**config.mk**
```make
export PLATFORM = sky130hd
export DESIGN_NAME = hsh_out_fifo
export DESIGN_NICKNAME = d
export VERILOG_FILES = /design/src/rtl/core/hsh_pkg.sv /design/src/rtl/core/hsh_out_fifo.sv
export SDC_FILE = /design/constraint.sdc
export NUM_CORES = 1
export LEC_CHECK = 0
export ABC_AREA = 1
export BUFFER_PORTS_ARGS = -buffer_cell sky130_fd_sc_hd__buf_2
export CAP_MARGIN = 10
export CORE_ASPECT_RATIO = 2
export CORE_MARGIN = 2
export CORE_UTILIZATION = 40
export CTS_CLUSTER_SIZE = 12
export DETAILED_ROUTE_END_ITERATION = 8
export GPL_ROUTABILITY_DRIVEN = 0
export PLACE_DENSITY = 0.6
export SYNTH_ARGS = -nofsm -noshare
export SYNTH_HDL_FRONTEND = slang
export SYNTH_SLANG_ARGS = --single-unit
```
**constraint.sdc**
```tcl
create_clock -name clk -period 2.12 [get_ports clk]
set_clock_uncertainty 0.15 [all_clocks]
set_input_delay 0.106 -clock clk [delete_from_list [all_inputs] [get_ports clk]]
set_output_delay 0.106 -clock clk [all_outputs]
set_load 0.05 [all_outputs]
```
**src/rtl/core/hsh_pkg.sv**
```systemverilog
// Shared types and constants for the hyperplane sign hash block.
package hsh_pkg;

  localparam int DIMENSIONS_DEFAULT = 128;
  localparam int PLANES_DEFAULT     = 16;

  localparam int VALUE_W = 16;   // Q4.12
  localparam int PROD_W  = 32;   // Q8.24
  localparam int SUM_W   = 40;   // Q16.24
  localparam int SIG_W   = 16;
  localparam int VNUM_W  = 16;
  localparam int LEN_W   = 8;
  localparam int PLANE_W = 4;
  localparam int DIM_W   = 7;

  localparam logic [LEN_W-1:0] LEN_RESET = 8'd128;

  localparam int OUT_DEPTH = 4;
  localparam int OUT_CNT_W = $clog2(OUT_DEPTH + 1);
  localparam int OUT_PTR_W = $clog2(OUT_DEPTH);

  typedef enum logic {
    OP_LOAD = 1'b0,
    OP_DATA = 1'b1
  } opcode_t;

  // control that travels alongside an element through the pipeline
  typedef struct packed {
    logic valid;
    logic last;
  } stage_ctl_t;

  // result word as it appears on m_tdata
  typedef struct packed {
    logic [VNUM_W-1:0] vector_number;
    logic [SIG_W-1:0]  signature;
  } result_t;

endpackage

```
**src/rtl/core/hsh_out_fifo.sv**
```systemverilog
// Small result queue between the accumulators and the output stream.
module hsh_out_fifo (
  input  logic                            clk,
  input  logic                            rst,
  input  logic                            push,
  input  hsh_pkg::result_t                push_data,
  input  logic                            pop_ready,
  output logic                            out_valid,
  output hsh_pkg::result_t                out_data,
  output logic [hsh_pkg::OUT_CNT_W-1:0]   count
);

  hsh_pkg::result_t                entries [hsh_pkg::OUT_DEPTH];
  logic [hsh_pkg::OUT_PTR_W-1:0]   wr_ptr;
  logic [hsh_pkg::OUT_PTR_W-1:0]   rd_ptr;
  logic                            pop;

  assign out_valid = (count != '0);
  assign out_data  = entries[rd_ptr];
  assign pop       = out_valid && pop_ready;

  always_ff @(posedge clk) begin
    if (push) begin
      entries[wr_ptr] <= push_data;
    end
  end

  always_ff @(posedge clk) begin
    if (rst) begin
      wr_ptr <= '0;
      rd_ptr <= '0;
      count  <= '0;
    end else begin
      if (push) begin
        wr_ptr <= wr_ptr + 1'b1;
      end
      if (pop) begin
        rd_ptr <= rd_ptr + 1'b1;
      end
      if (push && !pop) begin
        count <= count + 1'b1;
      end else if (pop && !push) begin
        count <= count - 1'b1;
      end
    end
  end

endmodule

```
Word level (Yosys, flattened, before mapping)
Memory sizes are Yosys's and may differ from the RTL's. A register that Yosys moved wholly into a read port is not among the register bits.
Cells that the tools add are included.
{"block": "word_totals", "ff_bits": 7, "ramBits": 128, "input_bits": 36, "output_inout_bits": 36, "word_cells": 21, "mem_count": 1}
{"memory": "entries", "depth": 4, "width": 32, "rd": 1, "rd_clocked_by_memory_dff": 1, "write_ports": 1, "line_no": "hsh_out_fifo.sv:13", "rtl": "hsh_pkg::result_t entries [hsh_pkg::OUT_DEPTH];"}
{"block": "classes", "add_sub_neg": 4, "mux": 6, "reduce_logical": 7}
{"cell": "3-bit 2-to-1 mux", "count": 2}
{"cell": "2-bit by 1-bit adder with 2-bit output (second input constant)", "count": 2}
{"cell": "2-bit 2-to-1 mux", "count": 2}
{"cell": "3-bit by 1-bit adder with 3-bit output (second input constant)", "count": 1}
{"cell": "1-bit logical AND", "count": 3}
{"cell": "3-bit nonzero test", "count": 1}
{"cell": "3-bit by 1-bit subtractor with 3-bit output (second input constant)", "count": 1}
{"cell": "1-bit logical NOT", "count": 2}
{"cell": "1-bit 2-to-1 mux", "count": 2}
{"cell": "2-bit nonzero test", "count": 1}

Longest topological paths before layout
Gate-level depths: netlist (run 1).
{"block": "depth", "ltp_word": 5, "depth_mapped": 12, "mapped_depth_nobuf": 12}

Worst setup path before layout (run 1)
Ideal clock, no wire load.
{"block": "synth_path", "path_kind": "reg2reg", "start": "register count[0] (netlist bit)", "end": "register count[1] (netlist bit)", "setup_time_ns": 0.116, "t_arrival_ns": 2.194, "required_time_ns": 1.854, "slack_ns": -0.339, "stages_incl_launch_ff": 9, "path_buffers": 0, "period_less_slack_ns": 2.459, "path_cell_list": "dfxtp_1 inv_1 nand2_1 nand2_1 ha_1 inv_1 fa_1 o21ai_0 nor2_1"}
{"block": "synth_between", "elab_chain_len": 5, "word_cells_on_any_way": 10, "classes_between": "add/sub: 2; mux: 2; reduce/logical: 6"}
{"element": "start: declaration", "line_no": "hsh_out_fifo.sv:10", "rtl": "output logic [hsh_pkg::OUT_CNT_W-1:0] count"}
{"element": "start signal: assignment", "line_no": "hsh_out_fifo.sv:41", "rtl": "count <= count + 1'b1;"}
{"element": "start signal: assignment", "line_no": "hsh_out_fifo.sv:43", "rtl": "count <= count - 1'b1;"}
{"element": "3-bit nonzero test (*)", "line_no": "hsh_out_fifo.sv:18", "rtl": "assign out_valid = (count != '0);"}
{"element": "net out_valid", "line_no": "hsh_out_fifo.sv:8", "rtl": "output logic out_valid,"}
{"element": "1-bit logical AND (*)", "line_no": "hsh_out_fifo.sv:20", "rtl": "assign pop = out_valid && pop_ready;"}
{"element": "1-bit logical NOT", "line_no": "hsh_out_fifo.sv:40", "rtl": "if (push && !pop) begin"}
{"element": "1-bit logical AND", "line_no": "hsh_out_fifo.sv:40"}
{"element": "3-bit 2-to-1 mux or 2-bit nonzero test (tied branches)"}
The timed path passes the listed nets; every way through them passes the cells marked *. The select of a mux whose other input is x is not followed.
A chain may end at the register's enable or synchronous reset.

==> results.yml, run 1 <==
status:
  status: "finished clean"
grt:
  grtUsageTotal_pct: 16.4
  antenna_found_initial: 0
  grt_pass1_vias: 3415
  gr-total-overflow: 0
  grt_max_degree: 65
  grt_pass1_wl_mm: 17.5
routing:
  drt_iter0_drc: 175
  ant_nets: 0
  wl_mm: 10.9
  drcViolationCount: 0
  viasPerCell: 5.11
  num_vias: 3366
  routedWlPerCell_um: 16.5
  dr.pass1.iters: 4
sta:
  fin_setup_tns_ns: 0
  rsz0062_at_grt: "false"
  fmax_mhz: 499
  slew_viol_final: 0
  worst_pin_slew_ns: 0.305
  setup_violations: 0
  period_share_pct: 94.5
  finalHoldViolCount: 0
  max_slew_margin_pct: 79.7
  min_period_ns: 2.00
floorplanning:
  die_h_um: 166
  boundaryPins: 72
  die_area_mm2: 0.0141
  start_util_pct: 40.5
  fp-row-count: 59
  core_mm2: 0.0129
  die_w_um: 84.9
cts:
  cts_made_buffers: 17
  cts.sinks: 137
  path_clk_slew_ns: 0.06
  clockRootBuffer: "clkbuf_16"
  cts_max_level: 4
  cts_tree: "built"
  cts_setup_buffers: 0
  insertion_delay_ns: 0.41
  cts_buffer_depth: 2
logic_synthesis:
  synth-seq-area-share_pct: 76.8
  yosys_warnings: 0
  syn_nets: 414
  syn_inst: 372
  synth_cell_types: 19
  ys_ff_latch: 137
  syn_area_per_cell_um2: 14.1
  syn-cell-area_mm2: 0.00524
power_and_ir_drop:
  leakagePower_nw: 2.49
  pwr-share-seq_pct: 38.7
  pwr-share-clk_pct: 36.2
  internal-power_mw: 5.58
  power_density_mw_per_mm2: 1230
  ir_drop_mv: 0.822
  p_sw_share_pct: 32.5
  p_comb_share_pct: 25.1
  p_sw_mw: 2.69
setup_path:
  cp_max_fo: 64
  rrSetupSlack_ns: 0.19
  cp.arrival_ns: 1.75
  crit_required_ns: 1.86
  critPathKind: "flip-flop to output pin"
  end_kind: "output pin"
  start_kind: "flip-flop"
place:
  hpwl_mm: 6.87
  io_buffers: 71
worst_hold_path:
  hold_class: "primary input to flip-flop"
cells_and_area:
  drive_above_1_share_pct: 23.9
  nFillCells: 1075
  fin_nets: 536
  area_growth_syn_to_layout_pct: 28.7
  fin_util_pct: 52.2
  antenna_cells: 0
run:
  maxCapViolations: 0
layout make-up:
type / count / area, um^2 / area share (%)
inverters: 17 / 78.8 / 1.17
flip-flops and latches: 137 / 4030 / 59.8
multi-input cells: 199 / 986 / 14.6
clock inverters: 15 / 181 / 2.69
repair buffers: 122 / 847 / 12.6
well taps: 152 / 190 / 2.82
clock buffers: 17 / 425 / 6.31
through the flow:
stage | total power [mW] | area [um^2] | setup WS, ns | hold WS [ns] | std cells
after floorplan | 4.82 | 5240 | 0.0278 | 0.0549 | 372
after global placement | 5.25 | 5760 | 0.356 | 0.167 | 591
after detailed placement | 5.29 | 5760 | 0.212 | 0.175 | 591
after CTS | 8.34 | 6730 | 0.00599 | 0.279 | 659
after global routing | 8.58 | 6740 | 0.0357 | 0.301 | 659
final | 8.27 | 6740 | 0.117 | 0.295 | 659
flip-flops by register name, summed over array words and instances (netlist names), named ones only:
name / flops
count: 3
entries: 128
rd_ptr: 2
wr_ptr: 2
cells in the mapped netlist, drive strengths merged:
master	count	share of area (%)
edfxtp	128	73
inv	17	1.4
nand2	14	1.0
nor2	71	5.1
o21ai	68	6.5
nand3	2	0.19
a21oi	5	0.48
buf	18	2.9
clkbuf	1	0.072
dfxtp	9	3.4
o22ai	32	3.8
fa	1	0.38
ha	5	1.2
nand4	1	0.12
critical path, stage by stage, from the launching register on:
cell and delay, ns:
dfxtp_4 0.41, clkinv_8 0.23, nor2_1 0.09, o22ai_1 0.28
buf_2 0.32
power groups by stage:
stage	Sequential, mW	Clock (mW)	Combinational, mW
global placement	3.24	0	2.00
finish	3.20	2.99	2.08
CTS	3.20	3.04	2.10
detailed placement	3.25	0	2.03
floorplan	3.29	0	1.53
global route	3.22	3.14	2.22
kinds of logic (layout without fill, tap and decap cells):
kind of cell,Yosys count,in the layout,share of synthesized area (%)
compound gates,105,105,10.8
buf+inv,36,171,4.37
flops,137,137,76.8
fa+ha+maj,6,6,1.58
simple gates,88,88,6.40
path summary, 6_finish.rpt:
kind / from / to / cells past startpoint
min: push_data[4] / entries[3][4]$_DFFE_PP_ / 2
min reg2reg: count[0]$_SDFFE_PP0P_ / count[0]$_SDFFE_PP0P_ / 2
max: flip-flop / out_data[22] / 4
max reg2reg: count[2]$_SDFFE_PP0P_ / count[2]$_SDFFE_PP0P_ / 12
routing by layer:
layer,wire length (um),vias up,track usage (%)
met3,499,15,4.47
met5,0,-,0
met2,5940,89,28.7
met1,4180,1643,18.0
li1,-,1619,-
met4,244,0,8.07
cells in the final DEF (no fill, tap or decap), types with 2 or more instances in the layout:
cell type      synthesis  routed
a21oi_1                5       5
buf_2                  6      70
buf_4                  3      13
bufinv_16              0       4
clkbuf_16              0      17
clkinv_1               0       8
clkinv_2               0       2
clkinvlp_4             0       2
dfxtp_1                9       4
dfxtp_2                0       4
dlygate4sd3_1          0      36
edfxtp_1             128     128
ha_1                   5       5
inv_1                 15      12
nand2_1               14      13
nand3_1                2       2
nor2_1                71      71
o21ai_0               40      40
o21ai_1               28      28
o22ai_1               32      32
what timing repair did:
action | in CTS | in global routing
hold buffers | 36 | 0
gates resized for setup | 2 | 4
endpoints found under the setup margin | 24 | 17
hold endpoints to repair | 137 | 0
Power figures use the tool's default switching activity.
==> run 2, diff against run 1 <==
--- a/config.mk
+++ b/config.mk
@@ -6,15 +6,15 @@
 export NUM_CORES = 1
 export LEC_CHECK = 0
 export ABC_AREA = 1
-export BUFFER_PORTS_ARGS = -buffer_cell sky130_fd_sc_hd__buf_2
 export CAP_MARGIN = 10
 export CORE_ASPECT_RATIO = 2
 export CORE_MARGIN = 2
 export CORE_UTILIZATION = 40
 export CTS_CLUSTER_SIZE = 12
 export DETAILED_ROUTE_END_ITERATION = 8
+export DONT_BUFFER_PORTS = 1
 export GPL_ROUTABILITY_DRIVEN = 0
-export PLACE_DENSITY = 0.6
+export PLACE_DENSITY = 0.55
 export SYNTH_ARGS = -nofsm -noshare
 export SYNTH_HDL_FRONTEND = slang
 export SYNTH_SLANG_ARGS = --single-unit
==> constraint.sdc (replaced) <==
create_clock -name clk -period 2.4 [get_ports clk]
set_clock_uncertainty 0.15 [all_clocks]
set_input_delay 0.12 -clock clk [delete_from_list [all_inputs] [get_ports clk]]
set_output_delay 0.12 -clock clk [all_outputs]
set_load 0.05 [all_outputs]
==> results.yml, run 2 (synthesized netlist as in run 1, its figures left out) <==
status:
  status: "finished clean"
floorplanning:
  boundaryPins: 72
  die_w_um: 84.9
  core_mm2: 0.0129
  die_h_um: 166
  start_util_pct: 40.5
  die_area_mm2: 0.0141
  fp-row-count: 59
grt:
  grt_use_met1_pct: 17.4
  grt_pass1_wl_mm: 17.1
  grt-busiest-layer: "met2"
  met2_usage_pct: 28.7
  grtUsageTotal_pct: 16.2
  grtUsageMet3_pct: 4.82
  grt_max_degree: 65
  grt_pass1_vias: 3363
  gr-total-overflow: 0
  antenna_found_initial: 0
cells_and_area:
  antenna_cells: 0
  nFillCells: 1084
  final_common_cell: "edfxtp_1"
  top_register: "entries"
  mostFrequentLayoutCells: "edfxtp_1 (128), nor2_1 (71), buf_4 (49), o21ai_0 (40), dlygate4sd3_1 (36)"
  area_growth_syn_to_layout_pct: 27.1
  largest_reg_flops: 128
  drive_above_1_share_pct: 17.5
  stdcell_area_mm2: 0.00665
  fin_nets: 499
  largestRegisters: "entries (128), count (3)"
  fin_util_pct: 51.5
cts:
  clockRootBuffer: "clkbuf_16"
  path_clk_slew_ns: 0.06
  insertion_delay_ns: 0.41
  cts_setup_buffers: 0
  cts_tree: "built"
  cts_made_buffers: 17
  holdBufCountCts: 36
  post_cts_resized: 0
  cts_max_level: 4
  cts.sinks: 137
  cts_buffer_depth: 2
setup_path:
  start_kind: "flip-flop"
  end_kind: "output pin"
  cp.arrival_ns: 1.88
  timing.rr.start: "count[2]$_SDFFE_PP0P_"
  critPathKind: "flip-flop to output pin"
  cp_max_fo: 21
  crit_required_ns: 2.13
sta:
  setup_violations: 0
  fin_setup_tns_ns: 0
  max_slew_margin_pct: 58.4
  period_share_pct: 89.5
  slew_viol_final: 0
  finalHoldViolCount: 0
  min_period_ns: 2.15
  rsz0062_at_grt: "false"
  fmax_mhz: 466
  hold_ws_ns: 0.0293
  worst_pin_slew_ns: 0.623
routing:
  dr.pass1.iters: 4
  viasPerCell: 5.20
  routedWlPerCell_um: 17.8
  wl_mm: 11.1
  drcViolationCount: 0
  ant_nets: 0
  num_vias: 3225
  drt_iter0_drc: 157
worst_hold_path:
  hold_start: "push"
  hold_class: "primary input to flip-flop"
power_and_ir_drop:
  leakagePower_nw: 2.41
  ir_drop_mv: 0.819
  p_total_mw: 7.60
  power_density_mw_per_mm2: 1140
place:
  place_area_mm2: 0.00564
  hpwl_mm: 6.69
  io_buffers: 0
run:
  maxCapViolations: 0
[run 2: changes by cell type in the layout (fill, tap and decap cells not counted), sizes merged]
cell and change:
buf -36, clkinv -8, inv +4, bufinv +2
clkinvlp -1
[run 2: worst paths after layout]
check	end	slack, ns	cells past startpoint
max	out_data[31]	0.25	4
min	entries[0][29]$_DFFE_PP_	0.03	3
max reg2reg	rd_ptr[0]$_SDFFE_PP0P_	0.62	6
min reg2reg	count[0]$_SDFFE_PP0P_	0.37	2
[run 2: stage by stage]
stage | std cells | setup slack [ns]
floorplan | 372 | 0.103
global placement | 554 | 0.695
detailed placement | 554 | 0.619
CTS | 620 | 0.189
global route | 620 | 0.136
finish | 620 | 0.253
[run 2: critical path, cell delays in order (launching register included)]
cell     delay, ns
dfxtp_2       0.55
buf_4         0.31
o21ai_0       0.13
o22ai_1       0.22
buf_4         0.24
[run 2: cell type report]
| type | instances | area [um^2] | share of cell area, % |
|---|---|---|---|
| Tap cell | 152 | 190 | 2.86 |
| Clock buffer | 18 | 429 | 6.45 |
| Sequential cell | 137 | 4030 | 60.5 |
| Multi-Input combinational cell | 199 | 986 | 14.8 |
| Clock inverter | 12 | 224 | 3.37 |
| Timing Repair Buffer | 85 | 728 | 10.9 |
| Inverter | 17 | 71.3 | 1.07 |
[run 2: metal layers]
layer	part of all wire, %	routed length [um]
met1	39	4270
met2	55	6110
met3	3.8	418
met4	2.4	266
met5	0	0
[run 2: power breakdown]
part | switching, mW | total (mW) | internal, mW | leakage (nW)
logic | 1.39 | 1.93 | 0.538 | 0.847
clock network | 0.926 | 2.86 | 1.94 | 0.316
registers | 0.0605 | 2.81 | 2.75 | 1.25
==> run 3, diff against run 2 <==
--- a/config.mk
+++ b/config.mk
@@ -15,6 +15,7 @@
 export DONT_BUFFER_PORTS = 1
 export GPL_ROUTABILITY_DRIVEN = 0
 export PLACE_DENSITY = 0.55
+export RECOVER_POWER = 100
 export SYNTH_ARGS = -nofsm -noshare
 export SYNTH_HDL_FRONTEND = slang
 export SYNTH_SLANG_ARGS = --single-unit
==> results.yml, run 3 (synthesized netlist as in run 1, its figures left out) <==
place:
  hpwl_mm: 6.69
  pre_cts_slack_ns: 0.619
  place_area_mm2: 0.00564
  io_buffers: 0
cts:
  cts_made_buffers: 17
  cts_buffer_depth: 2
  insertion_delay_ns: 0.41
  post_cts_resized: 0
  cts_max_level: 4
  path_clk_slew_ns: 0.06
  cts_tree: "built"
  cts.sinks: 137
  clockRootBuffer: "clkbuf_16"
sta:
  layout_setup_ws_ns: 0.171
  max_slew_margin_pct: 41.3
  min_period_ns: 2.23
  period_share_pct: 92.9
  fmax_mhz: 449
  setup_violations: 0
  slew_viol_final: 0
  hold_ws_ns: 0.265
  worst_pin_slew_ns: 0.880
  finalHoldViolCount: 0
  fin_setup_tns_ns: 0
  rsz0062_at_grt: "false"
cells_and_area:
  antenna_cells: 0
  seq_area_mm2: 0.00403
  area_growth_syn_to_layout_pct: 25.1
  mostFrequentLayoutCells: "edfxtp_1 (128), nor2_1 (71), o21ai_0 (41), dlygate4sd3_1 (36), o22ai_1 (32)"
  nFillCells: 1107
  final_common_cell: "edfxtp_1"
  multi_input_area_um2: 986
  drive_above_1_share_pct: 15.8
  largest_reg_flops: 128
  stdcell_area_mm2: 0.00655
  top_register: "entries"
  largestRegisters: "entries (128), count (3)"
  fin_nets: 499
power_and_ir_drop:
  p_total_mw: 7.48
  power_density_mw_per_mm2: 1140
  leakagePower_nw: 2.36
  ir_drop_mv: 0.760
grt:
  grt_pass1_wl_mm: 17.1
  antenna_found_initial: 0
  gr-total-overflow: 0
  grt_max_degree: 65
  grt_pass1_vias: 3363
  grtUsageTotal_pct: 16.2
setup_path:
  critPathKind: "flip-flop to output pin"
  cp_max_fo: 21
  crit_required_ns: 2.13
  start_kind: "flip-flop"
  end_kind: "output pin"
  cp.arrival_ns: 1.96
floorplanning:
  die_h_um: 166
  die_w_um: 84.9
  start_util_pct: 40.5
  fp-row-count: 59
  die_area_mm2: 0.0141
  core_mm2: 0.0129
  boundaryPins: 72
status:
  status: "finished clean"
routing:
  routedWlPerCell_um: 17.8
  ant_nets: 0
  dr.pass1.iters: 4
  drt_iter0_drc: 173
  num_vias: 3222
  viasPerCell: 5.20
  drcViolationCount: 0
  wl_mm: 11.0
run:
  maxCapViolations: 0
worst_hold_path:
  hold_class: "primary input to flip-flop"
-- run 3: worst paths after layout --
| kind | endpoint | from | depth (start not counted) | slack [ns] |
|---|---|---|---|---|
| worst min register to register | flip-flop | rd_ptr[0]$_SDFFE_PP0P_ | 2 | 0.37 |
| worst min-delay path | entries[3][0]$_DFFE_PP_ | push_data[0] | 1 | 0.26 |
| worst max-delay path | out_data[31] | flip-flop | 4 | 0.17 |
| worst max register to register | rd_ptr[0]$_SDFFE_PP0P_ | count[0]$_SDFFE_PP0P_ | 7 | 0.23 |
-- run 3: report_power, final --
group	internal, mW	leakage (nW)	switching (mW)	total (mW)
logic	0.418	0.795	1.38	1.80
registers	2.75	1.25	0.0600	2.81
clock network	1.94	0.316	0.929	2.87
-- run 3: cell type report --
class	count	area share, %
Tap cell	152	2.90
Clock inverter	12	3.42
Sequential cell	137	61.5
Timing Repair Buffer	85	9.51
Inverter	17	1.09
Clock buffer	18	6.55
Multi-Input combinational cell	199	15.1
-- run 3: critical path, cell delays in order, from the launching register on --
cell	delay, ns
dfxtp_2	0.55
buf_4	0.31
o21ai_0	0.13
o22ai_1	0.23
clkbuf_2	0.32
-- run 3: metrics by stage --
| stage | utilization, % | std cells |
|---|---|---|
| final | 50.7 | 620 |
| after CTS | 51.5 | 620 |
| after detailed placement | 43.7 | 554 |
| after global routing | 50.7 | 620 |
| after global placement | 43.7 | 554 |
| after floorplan | - | 372 |
-- run 3: metal layers --
| metal | global-route usage [%] | vias to the layer above | wire [um] |
|---|---|---|---|
| li1 | - | 1540 | - |
| met1 | 17.4 | 1584 | 4280 |
| met3 | 4.82 | 21 | 449 |
| met4 | 7.32 | 0 | 261 |
| met2 | 28.7 | 77 | 6030 |
| met5 | 0 | - | 0 |
-- run 3: repair_timing --
item / CTS / global route
hold buffers: 36 / 0
buffers inserted: 0 / 0
endpoints found under the hold margin: 155 / 0
